<file path="src/rtl/tlws_pkg.sv">
// Shared word types for the text line and word statistics block.
`timescale 1ns / 1ps

package tlws_pkg;

  // Count width used by the line, word, byte and length counters and every result field
  localparam int unsigned CNT_W = 32;

  // Register indexes on the configuration port
  localparam logic CFG_TAB_EXPAND = 1'b0;
  localparam logic CFG_TAB_WIDTH  = 1'b1;

  // Input word: one byte of text plus its markers
  typedef struct packed {
    logic [7:0] text_byte;
    logic       byte_present;
    logic       end_of_file;
  } in_word_t;

  // Result word: per-file statistics
  typedef struct packed {
    logic [CNT_W-1:0] line_total;
    logic [CNT_W-1:0] word_total;
    logic [CNT_W-1:0] byte_total;
    logic [CNT_W-1:0] shortest_length;
    logic [CNT_W-1:0] shortest_line_number;
    logic [CNT_W-1:0] longest_length;
    logic [CNT_W-1:0] longest_line_number;
  } out_word_t;

endpackage

</file>
<file path="src/rtl/tlws_stats.sv">
// Running per-file statistics: counter state and the combinational update.
`timescale 1ns / 1ps

module tlws_stats (
  input  logic               clk,
  input  logic               rst_n,
  input  logic               upd_en,
  input  tlws_pkg::in_word_t item,
  input  logic               tab_expand_en,
  input  logic [4:0]         tab_width,
  output tlws_pkg::out_word_t result
);

  localparam logic [7:0] CH_TAB   = 8'h09;
  localparam logic [7:0] CH_NL    = 8'h0A;
  localparam logic [7:0] CH_CR    = 8'h0D;
  localparam logic [7:0] CH_SPACE = 8'h20;
  localparam logic [4:0] STOP_MIN = 5'd1;
  localparam logic [4:0] STOP_MAX = 5'd16;
  localparam int unsigned W = tlws_pkg::CNT_W;
  localparam logic [W-1:0] CNT_MAX = {W{1'b1}};

  // saturating add of two counts
  function automatic logic [W-1:0] sat_add(input logic [W-1:0] a, input logic [W-1:0] b);
    logic [W:0] sum;
    sum = {1'b0, a} + {1'b0, b};
    return sum[W] ? CNT_MAX : sum[W-1:0];
  endfunction

  logic [W-1:0] line_r, line_nxt;
  logic [W-1:0] word_r, word_nxt;
  logic [W-1:0] byte_r, byte_nxt;
  logic [W-1:0] len_r, len_nxt;
  logic [3:0]   col_r, col_nxt;
  logic         inw_r, inw_nxt;
  logic         open_r, open_nxt;
  logic [W-1:0] min_len_r, min_len_nxt;
  logic [W-1:0] min_idx_r, min_idx_nxt;
  logic [W-1:0] max_len_r, max_len_nxt;
  logic [W-1:0] max_idx_r, max_idx_nxt;

  logic [4:0]   stop_w;
  logic [4:0]   col_cur;
  logic [4:0]   col_inc;
  logic [4:0]   tab_adv;
  logic         present;
  logic         blank;
  logic         newline;
  logic         do_close;
  logic [W-1:0] close_len;
  logic [W-1:0] line_inc;

  // next state for one byte, then closing a line where one ends
  always_comb begin
    stop_w = tab_width;
    if (stop_w < STOP_MIN) begin
      stop_w = STOP_MIN;
    end else if (stop_w > STOP_MAX) begin
      stop_w = STOP_MAX;
    end
    col_cur = {1'b0, col_r};
    if (col_cur >= stop_w) begin
      col_cur = '0;
    end
    col_inc = col_cur + 5'd1;
    tab_adv = stop_w - col_cur;

    present = item.byte_present;
    blank   = (item.text_byte == CH_SPACE) ||
              ((item.text_byte >= CH_TAB) && (item.text_byte <= CH_CR));
    newline = present && (item.text_byte == CH_NL);

    line_nxt    = line_r;
    word_nxt    = word_r;
    byte_nxt    = byte_r;
    len_nxt     = len_r;
    col_nxt     = col_r;
    inw_nxt     = inw_r;
    open_nxt    = open_r;
    min_len_nxt = min_len_r;
    min_idx_nxt = min_idx_r;
    max_len_nxt = max_len_r;
    max_idx_nxt = max_idx_r;

    // byte and word counts
    if (present) begin
      byte_nxt = sat_add(byte_r, {{(W-1){1'b0}}, 1'b1});
      if (blank) begin
        inw_nxt = 1'b0;
      end else if (!inw_r) begin
        inw_nxt  = 1'b1;
        word_nxt = sat_add(word_r, {{(W-1){1'b0}}, 1'b1});
      end
    end

    // line length, with optional tab expansion
    if (present && !newline) begin
      open_nxt = 1'b1;
      if (tab_expand_en && (item.text_byte == CH_TAB)) begin
        len_nxt = sat_add(len_r, {{(W-5){1'b0}}, tab_adv});
        col_nxt = '0;
      end else begin
        len_nxt = sat_add(len_r, {{(W-1){1'b0}}, 1'b1});
        col_nxt = (col_inc >= stop_w) ? 4'd0 : col_inc[3:0];
      end
    end

    // close on newline, or on end of file with a line still open
    do_close  = newline || (item.end_of_file && open_nxt);
    close_len = newline ? len_r : len_nxt;
    line_inc  = sat_add(line_r, {{(W-1){1'b0}}, 1'b1});
    if (do_close) begin
      line_nxt = line_inc;
      len_nxt  = '0;
      col_nxt  = '0;
      open_nxt = 1'b0;
      if (line_r == '0) begin
        min_len_nxt = close_len;
        min_idx_nxt = line_inc;
        max_len_nxt = close_len;
        max_idx_nxt = line_inc;
      end else begin
        if (close_len < min_len_r) begin
          min_len_nxt = close_len;
          min_idx_nxt = line_inc;
        end
        if (close_len > max_len_r) begin
          max_len_nxt = close_len;
          max_idx_nxt = line_inc;
        end
      end
    end

    result.line_total           = line_nxt;
    result.word_total           = word_nxt;
    result.byte_total           = byte_nxt;
    result.shortest_length      = min_len_nxt;
    result.shortest_line_number = min_idx_nxt;
    result.longest_length       = max_len_nxt;
    result.longest_line_number  = max_idx_nxt;
  end

  // state registers; end of file clears for the next file
  always_ff @(posedge clk) begin
    if (!rst_n || (upd_en && item.end_of_file)) begin
      line_r    <= '0;
      word_r    <= '0;
      byte_r    <= '0;
      len_r     <= '0;
      col_r     <= '0;
      inw_r     <= 1'b0;
      open_r    <= 1'b0;
      min_len_r <= '0;
      min_idx_r <= '0;
      max_len_r <= '0;
      max_idx_r <= '0;
    end else if (upd_en) begin
      line_r    <= line_nxt;
      word_r    <= word_nxt;
      byte_r    <= byte_nxt;
      len_r     <= len_nxt;
      col_r     <= col_nxt;
      inw_r     <= inw_nxt;
      open_r    <= open_nxt;
      min_len_r <= min_len_nxt;
      min_idx_r <= min_idx_nxt;
      max_len_r <= max_len_nxt;
      max_idx_r <= max_idx_nxt;
    end
  end

endmodule

</file>
<file path="src/rtl/text_line_word_stats_top.sv">
// Top level of the text line and word statistics block.
//
//  channel  | handshake           | payload
//  ---------+---------------------+-----------------------------------
//  in_      | in_valid/in_ready   | in_data   (tlws_pkg::in_word_t)
//  out_     | out_valid/out_ready | out_data  (tlws_pkg::out_word_t)
//  cfg_     | cfg_valid/cfg_ready | cfg_index (1 bit), cfg_data (5 bits)
//
// One byte word is taken per cycle while in_ready is high. A word waits in
// the input register while the statistics update; an end-of-file word then
// loads the result register as it leaves the input register.
// Input stalls only while an end-of-file word waits behind a result that
// out_ready has not taken. Reset (rst_n low, synchronous) clears all counts;
// tab expansion comes up off with a tab stop of 8, and cfg_ready is high.
`timescale 1ns / 1ps

module text_line_word_stats_top (
  input  logic                clk,
  input  logic                rst_n,
  input  logic                in_valid,
  output logic                in_ready,
  input  tlws_pkg::in_word_t  in_data,
  output logic                out_valid,
  input  logic                out_ready,
  output tlws_pkg::out_word_t out_data,
  input  logic                cfg_valid,
  output logic                cfg_ready,
  input  logic                cfg_index,
  input  logic [4:0]          cfg_data
);

  localparam logic [4:0] TAB_WIDTH_RST = 5'd8;

  logic                stage_v_r;
  tlws_pkg::in_word_t  stage_r;
  logic                out_v_r;
  tlws_pkg::out_word_t out_r;
  logic                expand_r;
  logic [4:0]          tabw_r;
  logic                out_free;
  logic                stage_adv;
  tlws_pkg::out_word_t result;

  // configuration registers
  assign cfg_ready = 1'b1;

  always_ff @(posedge clk) begin
    if (!rst_n) begin
      expand_r <= 1'b0;
      tabw_r   <= TAB_WIDTH_RST;
    end else if (cfg_valid && cfg_ready) begin
      unique case (cfg_index)
        tlws_pkg::CFG_TAB_EXPAND: expand_r <= cfg_data[0];
        tlws_pkg::CFG_TAB_WIDTH:  tabw_r   <= cfg_data;
        default:                  ;
      endcase
    end
  end

  // handshake: stage moves on unless its result has nowhere to go
  assign out_free  = !out_v_r || out_ready;
  assign stage_adv = stage_v_r && (!stage_r.end_of_file || out_free);
  assign in_ready  = !stage_v_r || stage_adv;

  // input register
  always_ff @(posedge clk) begin
    if (!rst_n) begin
      stage_v_r <= 1'b0;
    end else if (in_ready) begin
      stage_v_r <= in_valid;
    end
  end

  always_ff @(posedge clk) begin
    if (in_valid && in_ready) begin
      stage_r <= in_data;
    end
  end

  tlws_stats u_stats (
    .clk           (clk),
    .rst_n         (rst_n),
    .upd_en        (stage_adv),
    .item          (stage_r),
    .tab_expand_en (expand_r),
    .tab_width     (tabw_r),
    .result        (result)
  );

  // result register
  always_ff @(posedge clk) begin
    if (!rst_n) begin
      out_v_r <= 1'b0;
    end else if (stage_adv && stage_r.end_of_file) begin
      out_v_r <= 1'b1;
    end else if (out_ready) begin
      out_v_r <= 1'b0;
    end
  end

  always_ff @(posedge clk) begin
    if (stage_adv && stage_r.end_of_file) begin
      out_r <= result;
    end
  end

  assign out_valid = out_v_r;
  assign out_data  = out_r;

`ifndef ASSERT_OFF
  // an end-of-file word that leaves the stage always shows a result next
  a_eof_gives_result: assert property (@(posedge clk) disable iff (!rst_n)
    (stage_adv && stage_r.end_of_file) |=> out_valid)
    else $error("end of file did not produce a result");

  // input stalls only behind a blocked result
  a_stall_cause: assert property (@(posedge clk) disable iff (!rst_n)
    !in_ready |-> (stage_v_r && stage_r.end_of_file && out_v_r && !out_ready))
    else $error("input stalled without a blocked result");

  // a file with no lines reports no line positions
  a_empty_file: assert property (@(posedge clk) disable iff (!rst_n)
    (out_valid && (out_data.line_total == '0)) |->
      ((out_data.shortest_line_number == '0) && (out_data.longest_line_number == '0)))
    else $error("line positions set for a file with no lines");

  // shortest never exceeds longest
  a_min_le_max: assert property (@(posedge clk) disable iff (!rst_n)
    out_valid |-> (out_data.shortest_length <= out_data.longest_length))
    else $error("shortest length above longest length");
`endif

endmodule
</file>
<file path="config.mk">
export PLATFORM = sky130hd
export DESIGN_NAME = text_line_word_stats_top
export DESIGN_NICKNAME = d
export VERILOG_FILES = /design/src/rtl/tlws_pkg.sv /design/src/rtl/tlws_stats.sv /design/src/rtl/text_line_word_stats_top.sv
export SDC_FILE = /design/constraint.sdc
export NUM_CORES = 1
export LEC_CHECK = 0
export ABC_CLOCK_PERIOD_IN_PS = 27300
export BUFFER_PORTS_ARGS = -buffer_cell sky130_fd_sc_hd__buf_2
export CORE_ASPECT_RATIO = 0.5
export CORE_MARGIN = 5
export CORE_UTILIZATION = 64
export CTS_CLUSTER_DIAMETER = 60
export DETAILED_ROUTE_END_ITERATION = 8
export PLACE_DENSITY_LB_ADDON = 0.08
export SLEW_MARGIN = 5
export SYNTH_ARGS = -nofsm -noshare
export SYNTH_HDL_FRONTEND = slang
export SYNTH_HIERARCHICAL = 1
export SYNTH_SLANG_ARGS = --single-unit
</file>
<file path="constraint.sdc">
create_clock -name clk -period 27.3 [get_ports clk]
set_input_delay 6.825 -clock clk [delete_from_list [all_inputs] [get_ports clk]]
set_output_delay 6.825 -clock clk [all_outputs]
set_load 0.01 [all_outputs]
</file>
* Word-level counts from Yosys, hierarchy flattened
Cells that the tools add are included.
** Word-level totals
- Flip-flop bits (word level) :: 504
- Logic and storage cells :: 108
- Output and inout port bits :: 227
- Input bits :: 21
** Operators by class
- Equality and inequality tests :: 3
- Magnitude comparators :: 8
- Bitwise operators :: 1
- Reduce and logical (&&, ||, !) cells :: 26
- Add/sub/neg operators :: 7
- Muxes and demuxes :: 38
** Operator list (count)
- two-way mux 32 bit :: 26
- adder 32 x 1 -> 33 bit, second input constant :: 4
- adder 32 x 5 -> 33 bit :: 1
- greater-than comparator 32 bit :: 1
- logical NOT 32 bit :: 1
- less-than comparator 32 bit :: 1
- two-way mux 4 bit :: 5
- equality test 8 x 4 -> 1 bit, second input constant :: 2
- two-way mux 5 bit :: 2
- equality test 8 x 6 -> 1 bit, second input constant :: 1
- greater-or-equal comparator 8 x 4 -> 1 bit, second input constant :: 1
- <= comparator 8 x 4 -> 1 bit, second input constant :: 1
- logical AND 1 bit :: 8
- AND reduction 2 bit :: 4
- logical OR 1 bit :: 6
- adder 4 x 1 -> 5 bit, second input constant :: 1
- greater-or-equal comparator 4 x 5 -> 1 bit :: 1
- greater-or-equal comparator 5 bit :: 1
- greater-than comparator 5 bit, second input constant :: 1
- logical NOT 1 bit :: 5
- less-than comparator 5 x 1 -> 1 bit, second input constant :: 1
- two-way mux 1 bit :: 5
- subtractor 5 x 4 -> 5 bit :: 1
- nonzero test 2 bit :: 2
- NOT 1 bit :: 1

* Longest topological paths before layout
Gate-level depths: netlist of the first run.
- Depth after elaboration :: 15
- Mapped depth :: 35

* By module
The synthesis of the first run kept the hierarchy.
** By module, submodules not included
- tlws_stats :: cells an instance 2243, times used 1, area each 17579.4 µm²
- text_line_word_stats_top :: cells an instance 273, times used 1, area each 7363.3 µm²

* Least setup slack after synthesis of the first run
Ideal clock, no wire load.
- Path type :: input to register
- From :: in out_ready
- To :: reg out_r (netlist bit out_data[0]), enable pin
- Library setup time :: 0.814 ns
- Path slack :: 10.126 ns
- Arrival :: 16.360 ns
- Data required time :: 26.486 ns
- Stages :: 2
- Path through :: and2b_2 > nor2_1
** On the way
- Word-level cells in the longest chain between the ends :: 4
** Ends and longest elaborated chain
- from (decl) :: line text_line_word_stats_top.sv:24 : input logic out_ready,
- logical OR 1 bit :: line text_line_word_stats_top.sv:61 : assign out_free = !out_v_r || out_ready;
- logical OR 1 bit :: line text_line_word_stats_top.sv:62 : assign stage_adv = stage_v_r && (!stage_r.end_of_file || out_free);
- logical AND 1 bit :: line text_line_word_stats_top.sv:62
- logical AND 1 bit :: line text_line_word_stats_top.sv:102 : if (stage_adv && stage_r.end_of_file) begin
- to (signal assigned) :: line text_line_word_stats_top.sv:103 : out_r <= result;
- to (decl) :: line text_line_word_stats_top.sv:37 : tlws_pkg::out_word_t out_r;
Every way passes these cells.
A chain may end at the register's enable or synchronous reset.

* Worst setup path in the final report of the first run
- From :: in out_ready
- To :: out in_ready
** On the way
- Word-level cells in the longest chain between the ends :: 4
** Ends and longest elaborated chain
- logical OR 1 bit :: line text_line_word_stats_top.sv:61
- logical OR 1 bit :: line text_line_word_stats_top.sv:62
- logical AND 1 bit :: line text_line_word_stats_top.sv:62
- logical OR 1 bit :: line text_line_word_stats_top.sv:63 : assign in_ready = !stage_v_r || stage_adv;
- to (decl) :: line text_line_word_stats_top.sv:21 : output logic in_ready,
Every way passes these cells.

==> results of run 1 <==
metal layers:
metal	up-vias	routed length, um	global-route usage
li1	9488	-	-
met5	-	0	0
met4	0	1069	0.05681
met2	634	29220	0.4625
met1	9550	27180	0.3926
met3	80	4088	0.04795
critical path, delay by kind of cell:
kind,cells,cell delay (ns)
AND/OR/NAND/NOR,2,0.40
buffers and inverters,2,0.25
synthesized netlist by cell type, types with 49 or more instances:
master	number	area share
o21ai_0	97	0.019
inv_1	102	0.015
dfxtp_1	270	0.22
nand2_1	225	0.034
a21oi_1	126	0.025
ha_1	87	0.044
clkbuf_1	101	0.015
mux2_2	60	0.027
nor2_1	300	0.045
nor3_1	49	0.0098
mux2i_1	84	0.034
xnor2_1	50	0.018
edfxtp_1	234	0.28
nand3_1	116	0.023
where the power goes:
part / switching [mW] / internal [mW]
Clock: 0.278 / 0.335
Sequential: 0.00850 / 0.804
Combinational: 0.0730 / 0.0326
area by class of cell:
| class | count | area [um^2] |
|---|---|---|
| sequential | 504 | 12430 |
| multi-input combinational | 1754 | 11510 |
| fill | 2927 | 10860 |
| timing repair buffer | 273 | 1434 |
| clock buffer | 67 | 1247 |
| tap | 530 | 663.1 |
| inverter | 103 | 386.6 |
| clock inverter | 14 | 132.6 |
state kept, by name (all words and copies together), names as in the netlist, 4 cells and up:
register and count:
out_data 224, stage_r 10, tabw_r 5, u_stats/byte_r 32
u_stats/col_r 4, u_stats/len_r 32, u_stats/line_r 32, u_stats/max_idx_r 32
u_stats/max_len_r 32, u_stats/min_idx_r 32, u_stats/min_len_r 32, u_stats/word_r 32
path summary, 6_finish.rpt:
path                        start                    to  slack [ns]  cells after the start
max                     out_ready              in_ready       13.00                      4
min          u_stats/min_idx_r[5]  u_stats/min_idx_r[5]        0.46                      2
max reg2reg             tabw_r[2]          out_data[65]       17.54                     31
min reg2reg  u_stats/min_idx_r[5]  u_stats/min_idx_r[5]        0.46                      2
cells by family (layout without fill, tap and decap cells):
family,count (synthesis),in the layout,share of synthesized area
xor+xnor,77,77,0.02704
compound gates,510,510,0.1341
buf+inv,258,457,0.04324
simple gates,884,884,0.1687
fa+ha+maj,89,89,0.04525
other cells,1,1,0.0001503
flops,504,504,0.4984
mux,193,193,0.08302
==> run summary, run 1 <==
Post-DP Area -> 26430 um^2
Die area -> 43260 um^2
Post-CTS Resized -> 0
GRT Overall Usage -> 0.2794
Antenna Nets Post-Route -> 0
Crit path kind -> in2out
#FFs+latches synth -> 504
# diodes -> 0
DIE HEIGHT -> 149.6 um
CP Data Required Time -> 20.48 ns
Synth cell types -> 84
Maximum vdd ir drop -> 44.55 uV
# DRC -> 0
EDFF count, synth -> 234
Slowest CP cell -> and2b_2
Crit path capture type -> primary output
Startpoint Class -> primary input
Setup TNS -> 0 ns
Setup Slack @ Placement -> 13.01 ns
Power Total -> 1.532 mW
Longest Clk Path Bufs -> 3
Syn Inst Count -> 2516
Num Clock Sinks -> 504
Post-synth ARST share -> 0
Clk_skew -> 0.02148 ns
PortBufs -> 246
Leakage Power -> 10.83 nW
Synth Area per Inst -> 9.914 um^2
DR pass1 iterations -> 6
Core Rows -> 51
# placed instances -> 3164
CTS clk-pin slew, worst paths -> 0.06 ns
Final cell count without fillers -> 3245
CTS Buf Count -> 44
Commonest non-fill, non-tap cell in the layout -> nor2_1
Fin nets -> 2790
Post-route setup slack -> 13.00 ns
Mapped Nets -> 2626
Initial antenna violation count -> 0
Ys Warns -> 6
Most frequent cells in the layout -> 298 x nor2_1, 270 x dfxtp_1, 246 x buf_2
HP Class -> reg2reg
Measured slew at the worst slew-check pin -> 1.136 ns
Clk_lat worst skew -> 0.57 ns
Vias in the first global route -> 18430
Status -> completed
Hold slack -> 0.4589 ns
Depth of the CTS H-tree -> 2
Post-CTS Setup Repair Bufs -> 0
WL per Instance -> 18.97 um
IO Pins -> 248
Netlist Area Pre-Place -> 24940 um^2
Area grow syn2layout -> 11.49%
RePlAce Congestion -> 0.9135
Pwr dens -> 55.08 nW/um^2
Data arrival time of the worst path -> 7.48 ns
Largest stage delay, worst path -> 0.29 ns
Dpl hpwl -> 41160 um
Die X-Extent -> 289.2 um
Final setup fails -> 0
Slew headroom -> 0.2429
Total congestion overflow -> 0
Most used cell, CP -> buf_2
CTS tree -> done
Post-detailed-routing wire length -> 61550 um
Final slew viol count -> 0
Vias -> 19750
First-pass GRT wire length -> 98280 um
Initial DRC count -> 1770
RSZ-0062 raised after global routing -> no
Seq/Total Area, Yosys -> 0.4984
Final hold vios -> 0
Via-per-instance ratio -> 6.087
Root buf cell -> clkbuf_16
Minimum clock period -> 14.30 ns
Dominant synthesized flop cell -> dfxtp_1
Worst-path cell chain -> buf_2 > and2b_2 > nand3_1 > buf_2
Area of the core -> 38670 um^2
Period utilization -> 0.5239
Largest net degree at the start of global routing -> 90
F_max -> 0.06991 GHz
Post-route cell area -> 27810 um^2
Starting density of the core -> 0.6450
Layout cells sized above 1 -> 0.1639
Max-cap violation count -> 0
Hold buffers post-CTS -> 0
Fin util -> 0.7191
Crit-path max FO -> 5
Note: power is estimated with default switching activity, not from simulation.
==> inputs of run 2 (changes only) <==
Settings changed: ABC_CLOCK_PERIOD_IN_PS 27300 to 14450, CORE_UTILIZATION 64 to 60.
Clock period 27.3 ns to 14.45 ns, I/O delays scaled along.
==> run 2 against run 1 <==
Against the previous run:
- final area rose by 0.29%
- sequential share of layout area fell by 0.13 points
- worst hold slack improved by 0.0054 ns
- register-to-register slack got worse by 12 ns
- sequential power rose by 90%
- core utilization fell by 3.4 points
- combinational power rose by 88%
- non-clock buffer count fell by 5
- sequential cell count did not move
- first-iteration DRC count rose by 12%
- largest cell class unchanged
==> run summary, run 2 (same netlist as run 1, synthesis figures left out) <==
Wire length on met2 -> 29860 um
CP Launch Point -> tabw_r[2]
Minimum clock period -> 9.275 ns
WL per Instance -> 19.48 um
First-pass GRT wire length -> 100800 um
Post-CTS Resized -> 0
Setup TNS -> 0 ns
Leakage Power -> 10.87 nW
Die area -> 46000 um^2
RSZ-0062 raised after global routing -> no
Clk_skew -> 0.02537 ns
Most frequent cells in the layout -> 298 x nor2_1, 270 x dfxtp_1, 246 x buf_2
Depth of the CTS H-tree -> 2
Hold slack -> 0.4643 ns
Post-CTS Setup Repair Bufs -> 0
Initial DRC count -> 1978
Dpl hpwl -> 41920 um
Crit path kind -> reg2reg
Post-detailed-routing wire length -> 63330 um
Worst-case reg-to-reg path depth -> 33
Fin util -> 0.6848
Slew headroom -> 0.1905
CTS Buf Count -> 44
Post-route cell area -> 27890 um^2
Status -> completed
M1 wire length -> 28280 um
Fin nets -> 2785
Longest Clk Path Bufs -> 3
DIE HEIGHT -> 154.2 um
Launching point of the worst reg2reg path -> tabw_r[2]
Maximum vdd ir drop -> 85.63 uV
IO Pins -> 248
Crit-path max FO -> 50
GRT Overall Usage -> 0.2656
Reg2reg setup slack -> 5.17 ns
Setup Slack @ Placement -> 5.396 ns
Commonest non-fill, non-tap cell in the layout -> nor2_1
CTS tree -> done
Reg2reg end -> u_stats/max_idx_r[8]
Post-DP Area -> 26410 um^2
Final hold vios -> 0
Routed wl met3 -> 4121 um
Area of the core -> 40730 um^2
Final slew viol count -> 0
Most used cell, CP -> nor2_1
Buf+Inv Stages, Crit Path -> 2
Max-cap violation count -> 0
Largest net degree at the start of global routing -> 145
Slowest CP cell -> buf_4
RePlAce Congestion -> 0.8953
Layout cells sized above 1 -> 0.1671
Critical hold path startpoint -> u_stats/min_idx_r[31]
Crit path max-delay family -> compound AO/OA/AOI/OAI gates
Clk_lat worst skew -> 0.57 ns
PortBufs -> 246
Pwr dens -> 105.8 nW/um^2
# DRC -> 0
Via-per-instance ratio -> 6.074
Area grow syn2layout -> 11.82%
Die X-Extent -> 298.3 um
CP Data Required Time -> 14.88 ns
DR pass1 iterations -> 5
Largest stage delay, worst path -> 0.79 ns
Period utilization -> 0.6419
Num Clock Sinks -> 504
DR top layer -> met4
F_max -> 0.1078 GHz
Data arrival time of the worst path -> 9.71 ns
Root buf cell -> clkbuf_16
Hold Crit Depth -> 2
Antenna Nets Post-Route -> 0
Core Rows -> 52
Final setup fails -> 0
# diodes -> 0
Measured slew at the worst slew-check pin -> 1.184 ns
Hold buffers post-CTS -> 0
Max reg flops -> 224
Vias -> 19750
Reg with most FFs -> out_data
WHS Endpoint -> u_stats/min_idx_r[31]
Crit path capture type -> flip-flop
HP Class -> reg2reg
Vias in the first global route -> 18550
Startpoint Class -> flip-flop
Starting density of the core -> 0.6124
Initial antenna violation count -> 0
Total congestion overflow -> 0
CTS clk-pin slew, worst paths -> 0.07 ns
Post-route setup slack -> 5.175 ns
-- run 2: metal layers --
| metal | up-vias | global-route usage |
|---|---|---|
| li1 | 9492 | - |
| met4 | 0 | 0.05330 |
| met1 | 9524 | 0.3721 |
| met3 | 83 | 0.04118 |
| met2 | 646 | 0.4454 |
| met5 | - | 0 |
-- run 2: area by class of cell --
cell class              instances  area, um^2
fillers                      3238       12840
well taps                     540       675.6
flip-flops and latches        504       12430
clock inverters                21       165.2
clock buffers                  61        1320
multi-input cells            1754       11500
inverters                     103       386.6
repair buffers                268        1409
-- run 2: worst max-delay path by stage --
stage               slack (ns)  cells after the start                     to
floorplan                 0.49                      2            out_data[0]
global placement          5.51                     33  u_stats/max_idx_r[10]
detailed placement        5.40                     33   u_stats/max_idx_r[8]
CTS                       5.31                     33   u_stats/max_idx_r[8]
global route              4.62                     33  u_stats/max_idx_r[13]
finish                    5.17                     33   u_stats/max_idx_r[8]
-- run 2: tightest hold or removal path, cell delays in order, from the launching register on --
cell and delay [ns]:
dfxtp_1 0.31, nand2_1 0.05, o21ai_0 0.06
-- run 2: report_power, final --
part | internal, mW | switching [mW]
logic | 0.0612 | 0.138
registers | 1.52 | 0.0165
clock network | 0.679 | 0.539
-- run 2: per-stage QoR --
step	total power, mW	instances
finish	2.952	3251
global route	3.062	3251
CTS	2.973	3251
detailed placement	1.764	3169
global placement	1.762	3169
floorplan	1.701	2516
==> inputs of run 3 (changes only) <==
Settings changed: ABC_CLOCK_PERIOD_IN_PS 14450 to 7450, CORE_UTILIZATION 60 to 54.
Clock period 14.45 ns to 7.45 ns, I/O delays scaled along.
==> run 3 against run 2 <==
Against the previous run:
- setup slack worse by 4.9 ns
- critical path depth increased by 1
- via count up 0.99%
- sequential cell count stayed put
- final area rose by 3.6%
- register-to-register slack worse by 4.9 ns
- clock skew about the same
- combinational power grew 130%
==> run summary, run 3 (same netlist as run 1, synthesis figures left out) <==
Hold Crit Depth -> 2
Longest Clk Path Bufs -> 3
Final slew viol count -> 0
DIE HEIGHT -> 162.0 um
IO Pins -> 248
Reg with most FFs -> out_data
Minimum clock period -> 7.198 ns
Pwr dens -> 199.0 nW/um^2
Status -> completed
Via-per-instance ratio -> 5.900
Post-detailed-routing wire length -> 65930 um
Starting density of the core -> 0.5492
Measured slew at the worst slew-check pin -> 1.151 ns
Area of the core -> 45420 um^2
Setup TNS -> 0 ns
Num Clock Sinks -> 504
Core Rows -> 55
Slowest CP cell -> a2111oi_2
Dpl hpwl -> 44350 um
Maximum vdd ir drop -> 146.0 uV
# DRC -> 0
Initial DRC count -> 1925
RePlAce Congestion -> 0.9327
Area grow syn2layout -> 15.84%
Slew headroom -> 0.2307
Die area -> 50850 um^2
Startpoint Class -> flip-flop
GRT Overall Usage -> 0.2460
Max reg flops -> 224
Layout cells sized above 1 -> 0.1973
Max-cap violation count -> 0
CTS tree -> done
Commonest non-fill, non-tap cell in the layout -> nor2_1
Vias -> 19940
Hold buffers post-CTS -> 0
WL per Instance -> 19.50 um
DR pass1 iterations -> 8
Crit path kind -> reg2reg
Leakage Power -> 11.32 nW
Depth of the CTS H-tree -> 2
Fin nets -> 2854
Crit path capture type -> flip-flop
Final hold vios -> 0
Antenna Nets Post-Route -> 0
Most frequent cells in the layout -> 293 x nor2_1, 270 x dfxtp_1, 246 x buf_2
Clk_lat worst skew -> 0.58 ns
Most used cell, CP -> ha_1
Period utilization -> 0.9662
PortBufs -> 246
# diodes -> 0
HP Class -> reg2reg
CTS Buf Count -> 46
Crit-path max FO -> 14
Hold slack -> 0.4671 ns
Largest stage delay, worst path -> 0.37 ns
Worst-case reg-to-reg path depth -> 34
F_max -> 0.1389 GHz
Final setup fails -> 0
First-pass GRT wire length -> 102700 um
# fillers -> 3778
CP Data Required Time -> 7.76 ns
Data arrival time of the worst path -> 7.51 ns
Root buf cell -> clkbuf_16
Total congestion overflow -> 0
Initial antenna violation count -> 0
Die X-Extent -> 313.9 um
Vias in the first global route -> 18630
CTS clk-pin slew, worst paths -> 0.07 ns
Clk_skew -> 0.02568 ns
Largest net degree at the start of global routing -> 111
-- run 3: worst max-delay path: cells and delay by family, from the launching register on --
| family | cells | cell delay [ns] |
|---|---|---|
| multiplexers | 1 | 0.36 |
| adder cells (fa/ha/maj) | 5 | 1.41 |
| AND/OR/NAND/NOR | 10 | 1.59 |
| AO/OA/AOI/OAI | 13 | 2.40 |
| XOR/XNOR | 1 | 0.16 |
| buffers and inverters | 4 | 0.66 |
| flip-flops | 1 | 0.33 |
-- run 3: metal layers --
layer / wire, um / track usage / vias to the layer above
li1: - / - / 9642
met1: 29460 / 0.3424 / 9627
met2: 31500 / 0.4199 / 588
met3: 3866 / 0.03404 / 84
met4: 1106 / 0.04393 / 0
met5: 0 / 0 / -
-- run 3: worst paths after layout --
kind | start | endpoint | slack [ns]
max | tabw_r[1] | out_data[125] | 0.25
min | u_stats/min_idx_r[30] | u_stats/min_idx_r[30] | 0.47
max reg2reg | tabw_r[1] | out_data[125] | 0.25
min reg2reg | u_stats/min_idx_r[30] | u_stats/min_idx_r[30] | 0.47
-- run 3: final cells by class --
| cell class | instances | area [um^2] | area share |
|---|---|---|---|
| Timing Repair Buffer | 335 | 2168 | 0.07504 |
| Tap cell | 598 | 748.2 | 0.02590 |
| Clock inverter | 24 | 171.4 | 0.005933 |
| Clock buffer | 62 | 1271 | 0.04400 |
| Sequential cell | 504 | 12430 | 0.4303 |
| Inverter | 103 | 386.6 | 0.01338 |
| Multi-Input combinational cell | 1754 | 11720 | 0.4055 |
-- run 3: repair_timing --
item                       in CTS  in global routing
gates resized for setup         6                 43
buffers inserted                0                  8
setup endpoints to repair      97                256
pin swaps                       0                  9
cloned                          0                  4
-- run 3: power breakdown --
group          leakage [nW]  internal (mW)  total, mW  switching [mW]
Sequential             4.24           2.95       2.98          0.0302
Clock                 0.706           1.24       2.32            1.07
Combinational          6.37          0.167      0.459           0.292
Total                  11.3           4.36       5.75            1.39
-- run 3: metrics by stage --
step	setup WS, ns	power [mW]	cells	area, um^2	util
2_1_floorplan	0.4494	3.289	2516	24950	-
3_3_place_gp	0.1190	3.447	3282	27040	0.5954
3_5_place_dp	-0.04214	3.453	3282	27040	0.5954
4_1_cts	0.001505	5.758	3368	28510	0.6276
5_1_grt	-0.06873	5.966	3380	28890	0.6362
6_report	0.2515	5.750	3380	28890	0.6362
